## config.mk

```make
export PLATFORM = sky130hd
export DESIGN_NAME = cwcm_tap_cell
export DESIGN_NICKNAME = d
export VERILOG_FILES = /design/src/sv/cwcm_pkg.sv /design/src/sv/cwcm_tap_cell.sv
export SDC_FILE = /design/constraint.sdc
export NUM_CORES = 1
export LEC_CHECK = 0
export BUFFER_PORTS_ARGS = -buffer_cell sky130_fd_sc_hd__buf_2
export CAP_MARGIN = 0
export CELL_PAD_IN_SITES_DETAIL_PLACEMENT = 1
export CELL_PAD_IN_SITES_GLOBAL_PLACEMENT = 2
export CORE_UTILIZATION = 30
export DETAILED_ROUTE_END_ITERATION = 8
export GPL_TIMING_DRIVEN = 0
export HOLD_SLACK_MARGIN = 0.15
export PLACE_DENSITY = 0.72
export SLEW_MARGIN = 15
export SYNTH_ARGS = -nofsm -noshare
export SYNTH_HDL_FRONTEND = slang
export SYNTH_SLANG_ARGS = --single-unit
```

## constraint.sdc

```tcl
create_clock -name clk -period 5.6 [get_ports clk]
set_clock_uncertainty 0.15 [all_clocks]
set_input_delay 0.56 -clock clk [delete_from_list [all_inputs] [get_ports clk]]
set_output_delay 0.56 -clock clk [all_outputs]
set_load 0.005 [all_outputs]
```

## src/sv/cwcm_pkg.sv

```systemverilog
// ---------------------------------------------------------------------------
// cwcm_pkg: shared types and constants
// Commands, widths and defaults for the complex window convolve block.
// ---------------------------------------------------------------------------
`default_nettype none
package cwcm_pkg;
  localparam int KERNEL_SIZE_DEF = 5;
  localparam int MAX_WIDTH_DEF   = 1024;
  localparam int COEF_BITS_DEF   = 16;
  localparam int MAX_HEIGHT      = 1024;
  localparam int CFG_BITS        = 11;
  localparam int POS_BITS        = 13;
  localparam logic [7:0] SAT_LEVEL = 8'd255;

  typedef enum logic [1:0] {
    CMD_LOAD  = 2'd0,
    CMD_PIXEL = 2'd1,
    CMD_FLUSH = 2'd2,
    CMD_NONE  = 2'd3
  } cmd_t;

  typedef enum logic [0:0] {
    REG_WIDTH  = 1'b0,
    REG_HEIGHT = 1'b1
  } reg_idx_t;

  // Sequencer states of the top level
  typedef enum logic [2:0] {
    S_IDLE,
    S_PUSH,
    S_SUM,
    S_MAG,
    S_OUT
  } state_t;

  // Phases of the magnitude unit
  typedef enum logic [1:0] {
    MP_IDLE,
    MP_RANGE,
    MP_SQUARE,
    MP_ROOT
  } mag_phase_t;

  typedef struct packed {
    logic [1:0]  command;
    logic [4:0]  coef_index;
    logic signed [15:0] coef_real;
    logic signed [15:0] coef_imag;
    logic [7:0]  pixel_value;
  } in_item_t;

  typedef struct packed {
    logic [7:0] magnitude;
    logic       frame_end;
  } out_item_t;

  // Controls sent from the sequencer to the cell row
  typedef struct packed {
    logic shift;
    logic load;
  } cell_ctl_t;
endpackage
`default_nettype wire

```

## src/sv/cwcm_tap_cell.sv

```systemverilog
// ---------------------------------------------------------------------------
// cwcm_tap_cell: one window tap
// Holds one pixel and both coefficients, passes the pixel on when shifted,
// and adds its two products onto the partial sums handed down the chain.
// ---------------------------------------------------------------------------
`default_nettype none
module cwcm_tap_cell #(
  parameter int COEF_BITS = 16,
  parameter int ACC_BITS  = 40
) (
  input  wire logic                        clk,
  input  wire logic                        rst,
  input  wire cwcm_pkg::cell_ctl_t         ctl,
  input  wire logic                        coef_sel,
  input  wire logic signed [COEF_BITS-1:0] coef_re_in,
  input  wire logic signed [COEF_BITS-1:0] coef_im_in,
  input  wire logic [7:0]                  pix_in,
  output logic [7:0]                       pix_out,
  input  wire logic signed [ACC_BITS-1:0]  sum_re_in,
  input  wire logic signed [ACC_BITS-1:0]  sum_im_in,
  output logic signed [ACC_BITS-1:0]       sum_re_out,
  output logic signed [ACC_BITS-1:0]       sum_im_out
);
  import cwcm_pkg::*;
  logic signed [COEF_BITS-1:0] coef_re, coef_im;
  logic signed [COEF_BITS+8:0] prod_re, prod_im;

  always_ff @(posedge clk) begin
    if (rst) begin
      pix_out <= '0;
      coef_re <= '0;
      coef_im <= '0;
    end else begin
      if (ctl.shift) pix_out <= pix_in;
      if (ctl.load && coef_sel) begin
        coef_re <= coef_re_in;
        coef_im <= coef_im_in;
      end
    end
  end

  assign prod_re = coef_re * $signed({1'b0, pix_out});
  assign prod_im = coef_im * $signed({1'b0, pix_out});

  // Partial sums advance one cell per cycle
  always_ff @(posedge clk) begin
    sum_re_out <= sum_re_in + ACC_BITS'(prod_re);
    sum_im_out <= sum_im_in + ACC_BITS'(prod_im);
  end
endmodule
`default_nettype wire

```

==> results.cfg <==
[timing]
tightest_slew_ps = 631
holdWs_ps = 201
hold_viol = 0
drv_slew = 0
finalSetupViolations = 30
final.setup.worst_slack_ps = -459
slew_headroom_pct = 58.0
fin_crit_ps = 6060
period_share_pct = 108
timing.fmax_mhz = 165
grt_setup_unrepaired = true

[finish]
instances_no_fill = 2891
nets = 2740
insertedDiodeCount = 0
final_util_pct = 41.4
synthToLayoutAreaGrowth_pct = 35.1
drive_gt1_share_pct = 29.1

[placement]
dpl.cell_count = 2719
port_buffers = 210
pre_cts_slack_ps = -1470
dp_hpwl_um = 38400
place_congestion = 0.826

[cts]
clock_latency_ps = 500
clk_pin_slew_ps = 60
cts_sinks = 120
root_buffer = clkbuf_16
cts_tree = done
cts_buffers = 17
h-tree-depth = 4
cts_buffer_depth = 2

[global_route]
grt_max_degree = 17
grt_pass1_wl_um = 81200
overflow = 0
grt_use_total_pct = 19.0
antenna_found_initial = 1
grt_pass1_vias = 15300

[yosys]
yosys_warnings = 0
synth_cell_types = 61
synth_common_cells = 328 x inv_1, 259 x fa_1, 235 x nand2_1
yosysSeqAreaShare_pct = 14.8
synth_top_cells_by_area = fa_1 32%, dfxtp_1 15%, ha_1 13%
synth-edff-count = 0
synth.most_common_cell = inv_1
yosys.area.top_type = fa_1
synth-seq-cells = 120
synthCells = 1821
synthArstFlopShare_pct = 0
synth_top_flop_cell = dfxtp_1
syn_nets = 2371
syn_area_mm2 = 0.0163
synth.top_cell.area_share_pct = 31.9
synth_area_per_cell_um2 = 8.94

[routing]
vias = 13700
vias_per_cell = 4.73
drt_iter0_drc = 517
antenna_left = 0
drc = 0
drt-total-wl_um = 50100
routedWlPerCell_um = 17.3
dr.pass1.iters = 4

[worst_hold_path]
hp-class = in2reg

[job]
max-cap-violations = 0

[die]
rows = 84
die_y_um = 235
io_pins = 213
dieArea_mm2 = 0.0552
core_region_area_mm2 = 0.0531
initial_core_util_pct = 30.7
dieWidth_um = 235

[status]
violations = setup timing
outcome = finished, violations left

[pwr]
p_leak_uw = 0.0113
irDropWorstVdd_mv = 0.270
power.total_uw = 4160
power-per-cell-area_mw_per_mm2 = 189

[worst_setup_path]
worstPathRequired_ps = 5830
critPathMaxFanout = 5
crit_arrival_ps = 6290
critPathLaunchType = flop
crit_path_end_kind = flop
critical_path_class = reg2reg
==> layer usage <==
layer	routed length [um]	vias to the layer above	global-route usage (%)
met4	959	0	5.76
met3	1340	51	3.21
met2	25600	171	33.0
li1	-	6456	-
met1	22300	6990	23.9
met5	0	-	0
==> state kept, by name (all words and copies together), names as in the netlist <==
register / cells
sum_im_out: 40
coef_im: 16
sum_re_out: 40
pix_out: 8
coef_re: 16
==> stage by stage <==
| stage | instance area, um2 | TNS, ps |
|---|---|---|
| 2_1_floorplan | 16400 | -86.1 |
| 3_3_place_gp | 18300 | -36170 |
| 3_5_place_dp | 18300 | -38840 |
| 4_1_cts | 21300 | -4530 |
| 5_1_grt | 22000 | -13120 |
| 6_report | 22000 | -5790 |
==> cell families after synthesis <==
group,Yosys count,share of synthesized area [%]
flip-flops,120,14.8
XOR/XNOR,105,5.65
multiplexers,9,0.554
AO/OA/AOI/OAI,275,10.8
buffers and inverters,404,9.37
AND/OR/NAND/NOR,483,14.2
adder cells (fa/ha/maj),425,44.6
==> where the power goes <==
part	internal [uW]	switching (uW)
logic	877	950
registers	1040	74.6
clock network	711	510
==> repair_timing <==
action / CTS / global route
pin swaps: 114 / 102
setup endpoints to repair: 53 / 45
hold buffers: 27 / 0
gates resized for setup: 281 / 116
setup buffers: 109 / 50
cloned: 1 / 0
hold endpoints to repair: 27 / 0
==> path summary, 6_finish.rpt <==
kind                 start              to  slack (ps)  depth (start not counted)
max             pix_out[0]  sum_re_out[38]        -460                         26
min          coef_im_in[6]      coef_im[6]         200                          3
max reg2reg     pix_out[0]  sum_re_out[38]        -460                         26
min reg2reg     coef_im[0]      coef_im[0]         430                          2
==> placed cells by master, fill, tap and decap left out, drive strengths merged, types with 5 or more instances in the layout <==
cell / Yosys / final
a21oi: 109 / 109
and2: 132 / 132
xor2: 27 / 27
o21ai: 36 / 36
dfxtp: 120 / 120
a21o: 50 / 50
nand3: 17 / 17
o22ai: 5 / 5
clkinvlp: 0 / 5
buf: 21 / 361
o21bai: 9 / 9
a31oi: 15 / 15
mux2i: 9 / 9
ha: 166 / 166
nor2: 44 / 44
nand4: 15 / 15
fa: 259 / 259
inv: 328 / 324
dlygate4sd3: 0 / 27
and3: 11 / 11
nand2: 235 / 235
xnor2: 78 / 78
clkbuf: 55 / 56
nand2b: 6 / 6
nor3: 7 / 7
o21a: 11 / 11
clkinv: 0 / 10
==> worst max-delay path, cell delays in order, from the launching register on <==
cell       delay, ps
dfxtp_4          390
buf_6            120
buf_6            110
clkbuf_16        140
nand2_4           50
fa_1             570
inv_2             50
fa_1             520
inv_2             40
fa_1             520
inv_1             50
fa_1             470
inv_1             50
fa_1             490
inv_2             50
ha_4             230
and4_4           160
and4_4           210
o311ai_4         100
o211ai_1         140
buf_4            170
buf_6            120
a21oi_4          160
o211ai_2         120
a221o_1          350
mux2i_1          150
a2111oi_2        240
==> layout make-up <==
type | count | area (um2)
fillers | 6075 | 31100
inverters | 328 | 1270
flip-flops and latches | 120 | 2430
multi-input cells | 1297 | 13800
plain buffers | 44 | 445
repair buffers | 382 | 2610
well taps | 688 | 861
clock buffers | 18 | 439
clock inverters | 14 | 174
(Power assumes the default switching activity.)
