## src/sv/cwcm_pkg.sv

```systemverilog
// ---------------------------------------------------------------------------
// cwcm_pkg: shared types and constants
// Commands, widths and defaults for the complex window convolve block.
// ---------------------------------------------------------------------------
`default_nettype none
package cwcm_pkg;
  localparam int KERNEL_SIZE_DEF = 5;
  localparam int MAX_WIDTH_DEF   = 1024;
  localparam int COEF_BITS_DEF   = 16;
  localparam int MAX_HEIGHT      = 1024;
  localparam int CFG_BITS        = 11;
  localparam int POS_BITS        = 13;
  localparam logic [7:0] SAT_LEVEL = 8'd255;

  typedef enum logic [1:0] {
    CMD_LOAD  = 2'd0,
    CMD_PIXEL = 2'd1,
    CMD_FLUSH = 2'd2,
    CMD_NONE  = 2'd3
  } cmd_t;

  typedef enum logic [0:0] {
    REG_WIDTH  = 1'b0,
    REG_HEIGHT = 1'b1
  } reg_idx_t;

  // Sequencer states of the top level
  typedef enum logic [2:0] {
    S_IDLE,
    S_PUSH,
    S_SUM,
    S_MAG,
    S_OUT
  } state_t;

  // Phases of the magnitude unit
  typedef enum logic [1:0] {
    MP_IDLE,
    MP_RANGE,
    MP_SQUARE,
    MP_ROOT
  } mag_phase_t;

  typedef struct packed {
    logic [1:0]  command;
    logic [4:0]  coef_index;
    logic signed [15:0] coef_real;
    logic signed [15:0] coef_imag;
    logic [7:0]  pixel_value;
  } in_item_t;

  typedef struct packed {
    logic [7:0] magnitude;
    logic       frame_end;
  } out_item_t;

  // Controls sent from the sequencer to the cell row
  typedef struct packed {
    logic shift;
    logic load;
  } cell_ctl_t;
endpackage
`default_nettype wire

```

## src/sv/cwcm_magnitude.sv

```systemverilog
// ---------------------------------------------------------------------------
// cwcm_magnitude: clamped complex magnitude
// Squares the sums, then a bit-per-cycle integer square root of 8 steps.
// ---------------------------------------------------------------------------
`default_nettype none
module cwcm_magnitude #(
  parameter int ACC_BITS  = 40,
  parameter int FRAC_BITS = 14
) (
  input  wire logic                       clk,
  input  wire logic                       rst,
  input  wire logic                       start,
  input  wire logic signed [ACC_BITS-1:0] sum_re,
  input  wire logic signed [ACC_BITS-1:0] sum_im,
  output logic                            done,
  output logic [7:0]                      mag
);
  import cwcm_pkg::*;
  localparam int AB = FRAC_BITS + 8;
  localparam int SB = 2 * AB + 1;
  mag_phase_t phase, phase_next;
  logic [ACC_BITS-1:0] ar, ai;
  logic [AB-1:0] sq_a, sq_b;
  logic sat;
  logic [16:0] rad;
  logic [7:0]  root;
  logic [2:0]  bitpos;
  logic [7:0]  trial;
  logic [15:0] trial_sq;

  assign trial    = root | (8'd1 << bitpos);
  assign trial_sq = trial * trial;

  always_comb begin
    phase_next = phase;
    case (phase)
      MP_IDLE:   if (start) phase_next = MP_RANGE;
      MP_RANGE:  phase_next = MP_SQUARE;
      MP_SQUARE: phase_next = MP_ROOT;
      MP_ROOT:   if (bitpos == 3'd0) phase_next = MP_IDLE;
      default:   phase_next = MP_IDLE;
    endcase
  end

  always_ff @(posedge clk) begin
    if (rst) begin
      phase <= MP_IDLE;
      done  <= 1'b0;
    end else begin
      phase <= phase_next;
      done  <= (phase == MP_ROOT) && (bitpos == 3'd0);
    end
  end

  always_ff @(posedge clk) begin
    case (phase)
      MP_IDLE: if (start) begin
        ar <= sum_re[ACC_BITS-1] ? ACC_BITS'(-sum_re) : sum_re;
        ai <= sum_im[ACC_BITS-1] ? ACC_BITS'(-sum_im) : sum_im;
      end
      MP_RANGE: begin
        sat  <= (ar >= (ACC_BITS'(256) << FRAC_BITS)) ||
                (ai >= (ACC_BITS'(256) << FRAC_BITS));
        sq_a <= ar[AB-1:0];
        sq_b <= ai[AB-1:0];
      end
      MP_SQUARE: begin
        rad    <= 17'((SB'(sq_a * sq_a) + SB'(sq_b * sq_b)) >> (2*FRAC_BITS));
        root   <= '0;
        bitpos <= 3'd7;
      end
      MP_ROOT: begin
        if ({1'b0, trial_sq} <= rad) root <= trial;
        if (bitpos == 3'd0)
          mag <= (sat || rad[16]) ? SAT_LEVEL :
                 (({1'b0, trial_sq} <= rad) ? trial : root);
        bitpos <= bitpos - 3'd1;
      end
      default: ;
    endcase
  end
endmodule
`default_nettype wire

```

## config.mk

```make
export PLATFORM = sky130hd
export DESIGN_NAME = cwcm_magnitude
export DESIGN_NICKNAME = d
export VERILOG_FILES = /design/src/sv/cwcm_pkg.sv /design/src/sv/cwcm_magnitude.sv
export SDC_FILE = /design/constraint.sdc
export NUM_CORES = 2
export LEC_CHECK = 0
export ABC_AREA = 0
export CORE_ASPECT_RATIO = 1.4
export CORE_MARGIN = 1.5
export CORE_UTILIZATION = 41
export DETAILED_ROUTE_END_ITERATION = 8
export DONT_BUFFER_PORTS = 1
export PLACE_DENSITY = 0.59
export SKIP_LAST_GASP = 1
export SYNTH_ARGS = -nofsm -noshare
export SYNTH_HDL_FRONTEND = slang
export SYNTH_SLANG_ARGS = --single-unit
export TNS_END_PERCENT = 30
```

## constraint.sdc

```tcl
create_clock -name clk -period 10.7 [get_ports clk]
set_clock_uncertainty 0.2 [all_clocks]
set_input_delay 2.14 -clock clk [delete_from_list [all_inputs] [get_ports clk]]
set_output_delay 2.14 -clock clk [all_outputs]
set_load 0.01 [all_outputs]
```

==> impl.org <==
** Worst setup path
- Worst path arrival time :: 9.32 ns
- Of all nets on the critical path, the largest fanout is 19.
- Data required time at the worst endpoint :: 10.72 ns
- CP endpoint kind :: flop
- The startpoint identified for the worst register-to-register timing path is sq_a[9].
- The worst setup path is launched from a flop.
- The critical path starts at sq_a[9].
- The worst setup path is of the flop to flop kind.

** Route
- # DRC :: 0
- After detailed routing, the average wire length per cell comes to 18.5 um.
- Total routed wirelength :: 84.0 mm
- Total vias in the final route :: 22.6k
- In this run, the number of DRC markers left after iteration 0 of detailed routing was 962.
- Drt first pass iters :: 5
- Routed Antenna Nets :: 0
- Average via count per standard cell :: 4.98

** Final layout
- Total number of nets in the final design :: 4,659
- Compared with the post-synthesis result, the final layout area differs by 5.03%.
- Of the cells placed in the final design, the portion with a size suffix greater than 1 is 2.65%.
- Antenna cells :: 0
- Post-layout util :: 43.6%

** Yosys
- The average instance in the mapped netlist occupies 10.2 um^2.
- Synthesis produced a netlist whose cell count is 3,477.
- Syn nets :: 4,714
- In this run the cell area of the synthesized design comes to 0.0356 mm^2.
- Yosys reg bits :: 164
- For this run, the number of Yosys warnings is 0.
- Number of enable-type register cells in the synthesized netlist :: 161
- Counting flops with an async set or reset pin after synthesis yields a share of 0%.
- Portion of the post-synthesis area used by sequential elements :: 13.7%
- After synthesis, the netlist uses 65 different library cells.
- For this run, the leading register cell type out of synthesis is sky130_fd_sc_hd__edfxtp_1.

** Floorplanning
- Rows :: 127
- Initial core utilization :: 41.5%
- The floorplan step set the die width to 252 um.
- Area of the die :: 0.0887 mm^2
- Floorplan die height :: 352 um
- In this run the count of I/O pins placed on the die edge is 92.
- Area of the placeable core :: 0.0858 mm^2

** Timing
- Total negative setup slack :: 0 ns
- Unrepaired setup endpoints after global routing :: false
- For the pin with the worst max-slew slack, the measured transition is 1.07 ns.
- The number of hold-slack violations in the final timing report came to 0.
- Final setup fails :: 0
- The count of pins over their slew limit is 0.
- For the finished layout, the period the worst path requires is 9.30 ns.
- Maximum operating frequency :: 108 MHz
- In this run the tightest slew margin relative to its limit is 28.6%.
- Of the available clock period, the critical path in the final layout requires 86.9%.

** Min path
- Worst min-delay path startpoint :: ai[5]
- Hold Path Class :: flop to flop

** GRT
- Maximum number of pins on one net before global-route repair :: 59
- For this run, the total global-route usage over all layers was measured as 20.4%.
- The via count of the first global-routing pass came to 26.0k.
- The initial antenna violation count came to 1.
- Total overflow reported by the global router :: 0
- The first global-routing pass estimated 136 mm of wire.

** Clock tree
- Number of cells upsized or downsized after cts :: 0
- Max Root-Sink Buffers :: 2
- CTS clock-pin slew for the worst setup and hold paths :: 0.07 ns
- The tree is rooted in a sky130_fd_sc_hd__clkbuf_16.
- Quantity of hold-fixing buffers added after cts :: 0
- The number of setup buffers added after CTS is 0.
- Clock tree synthesis inserted a total of 17 buffers.
- CTS tree :: done
- The H-tree was split into 4 levels.
- Clock tree sinks :: 164
- Insertion delay of the later-clocked pin in the worst-skew pair :: 0.48 ns

** Place
- Routability-driven placement finished with a final weighted congestion of 0.901.
- The count of buffers added on input and output ports is 0.
- Half-perimeter wire length of the detailed placement result :: 72.3 mm

** Run
- MaxCap Viol Count :: 0

** Run status
- The run finished with clean final reports.
==> cells by family (layout without fill, tap and decap cells) <==
kind of cell / count (synthesis) / after routing / synth area share (%)
multiplexers: 4 / 4 / 0.119
other: 1 / 1 / 0.0105
AND/OR/NAND/NOR: 689 / 689 / 9.48
AO/OA/AOI/OAI: 199 / 199 / 3.95
buffers and inverters: 1136 / 1094 / 12.0
adder cells (fa/ha/maj): 1154 / 1154 / 57.5
XOR/XNOR: 130 / 130 / 3.20
flip-flops: 164 / 164 / 13.7
==> flip-flops by register name, summed over array words and instances (netlist names) <==
register / flops
rad: 17
sq_a: 22
sq_b: 22
sat: 1
phase: 2
ar: 40
root: 8
ai: 40
mag: 8
done: 1
bitpos: 3
==> placed cells by master (no fill, tap or decap), types with 4 or more instances in the layout <==
cell type                   instances
sky130_fd_sc_hd__nand2_1          302
sky130_fd_sc_hd__or3_4              4
sky130_fd_sc_hd__clkbuf_16         17
sky130_fd_sc_hd__nand2b_1           6
sky130_fd_sc_hd__and2_1           178
sky130_fd_sc_hd__o211a_1            8
sky130_fd_sc_hd__or2_2             11
sky130_fd_sc_hd__nor2b_1           16
sky130_fd_sc_hd__a211oi_1           5
sky130_fd_sc_hd__o41ai_1           15
sky130_fd_sc_hd__xnor2_1          113
sky130_fd_sc_hd__o21ai_0           44
sky130_fd_sc_hd__nand4_1            8
sky130_fd_sc_hd__a21o_1            26
sky130_fd_sc_hd__or4_1             10
sky130_fd_sc_hd__xor2_1            17
sky130_fd_sc_hd__or3_1             10
sky130_fd_sc_hd__buf_4             22
sky130_fd_sc_hd__a21oi_1           38
sky130_fd_sc_hd__nor4_1             9
sky130_fd_sc_hd__a311o_1            8
sky130_fd_sc_hd__ha_1             345
sky130_fd_sc_hd__fa_1             808
sky130_fd_sc_hd__inv_1           1038
sky130_fd_sc_hd__o21bai_1           5
sky130_fd_sc_hd__or4_4              4
sky130_fd_sc_hd__edfxtp_1         161
sky130_fd_sc_hd__nor3_1             6
sky130_fd_sc_hd__nor2_1           100
sky130_fd_sc_hd__nand3_1            9
sky130_fd_sc_hd__o31ai_1           19
==> final cells by class <==
type | instances | area [um^2]
Clock buffer | 19 | 433
Clock inverter | 13 | 168
Inverter | 1040 | 3900
Tap cell | 1096 | 1370
Sequential cell | 164 | 4890
Multi-Input combinational cell | 2177 | 26500
Timing Repair Buffer | 22 | 165
Fill cell | 8305 | 48400
==> cells in the mapped netlist (all sizes together) (8+ instances only) <==
cell | n | share of area (%)
a21o | 26 | 0.55
nand3 | 9 | 0.13
xnor2 | 113 | 2.8
o21ai | 44 | 0.62
a21oi | 38 | 0.53
nand4 | 8 | 0.14
a311o | 8 | 0.22
or3 | 15 | 0.32
o31ai | 23 | 0.58
fa | 808 | 45
nand2 | 302 | 3.2
clkbuf | 90 | 0.95
o41ai | 16 | 0.41
nor2 | 100 | 1.1
nor2b | 16 | 0.28
nor4 | 11 | 0.21
or4 | 14 | 0.34
inv | 1038 | 11
o211a | 8 | 0.22
or2 | 13 | 0.24
ha | 346 | 12
and2 | 179 | 3.1
xor2 | 17 | 0.42
edfxtp | 161 | 14
==> worst paths after layout <==
| kind | endpoint | slack (ns) | cells after the start |
|---|---|---|---|
| worst max-delay path | rad[10] | 1.40 | 23 |
| worst min-delay path | sq_b[5] | 0.22 | 0 |
| worst min register to register | sq_b[5] | 0.22 | 0 |
| worst max register to register | rad[10] | 1.40 | 23 |
==> metal layers <==
layer / part of all wire [%] / routed length (um) / global-route usage (%)
met1: 32 / 27100 / 19.9
met2: 60 / 50300 / 42.0
met3: 2.0 / 1720 / 1.25
met4: 5.8 / 4860 / 11.3
met5: 0.015 / 13 / 0
==> critical path, cell delays in order, from the launching register on <==
cell	delay, ns
sky130_fd_sc_hd__edfxtp_1	0.88
sky130_fd_sc_hd__inv_1	0.39
sky130_fd_sc_hd__nor2_1	0.33
sky130_fd_sc_hd__fa_1	0.47
sky130_fd_sc_hd__fa_1	0.57
sky130_fd_sc_hd__fa_1	0.45
sky130_fd_sc_hd__fa_1	0.51
sky130_fd_sc_hd__inv_1	0.05
sky130_fd_sc_hd__fa_1	0.47
sky130_fd_sc_hd__inv_1	0.05
sky130_fd_sc_hd__fa_1	0.50
sky130_fd_sc_hd__fa_1	0.46
sky130_fd_sc_hd__fa_1	0.53
sky130_fd_sc_hd__fa_1	0.41
sky130_fd_sc_hd__ha_1	0.33
sky130_fd_sc_hd__a21oi_1	0.19
sky130_fd_sc_hd__nor2_1	0.06
sky130_fd_sc_hd__a211oi_1	0.24
sky130_fd_sc_hd__o211ai_1	0.11
sky130_fd_sc_hd__nor2_1	0.27
sky130_fd_sc_hd__o21ai_0	0.33
sky130_fd_sc_hd__a2111oi_0	0.86
sky130_fd_sc_hd__o41ai_1	0.21
sky130_fd_sc_hd__xor2_1	0.17
==> metrics by stage <==
step                      setup WS (ns)  std cells  instance area, um^2  hold slack [ns]
after global routing              0.967       4531                37400            0.225
after CTS                          1.47       4531                37400            0.221
final                              1.40       4531                37400            0.215
after detailed placement           1.49       4499                36800            0.205
after global placement             1.63       4499                36800            0.201
after floorplan                    2.75       3477                35600            0.200
Power is not shown: default switching activity piles up to over one toggle a cycle in this logic, so the estimate is an artifact.
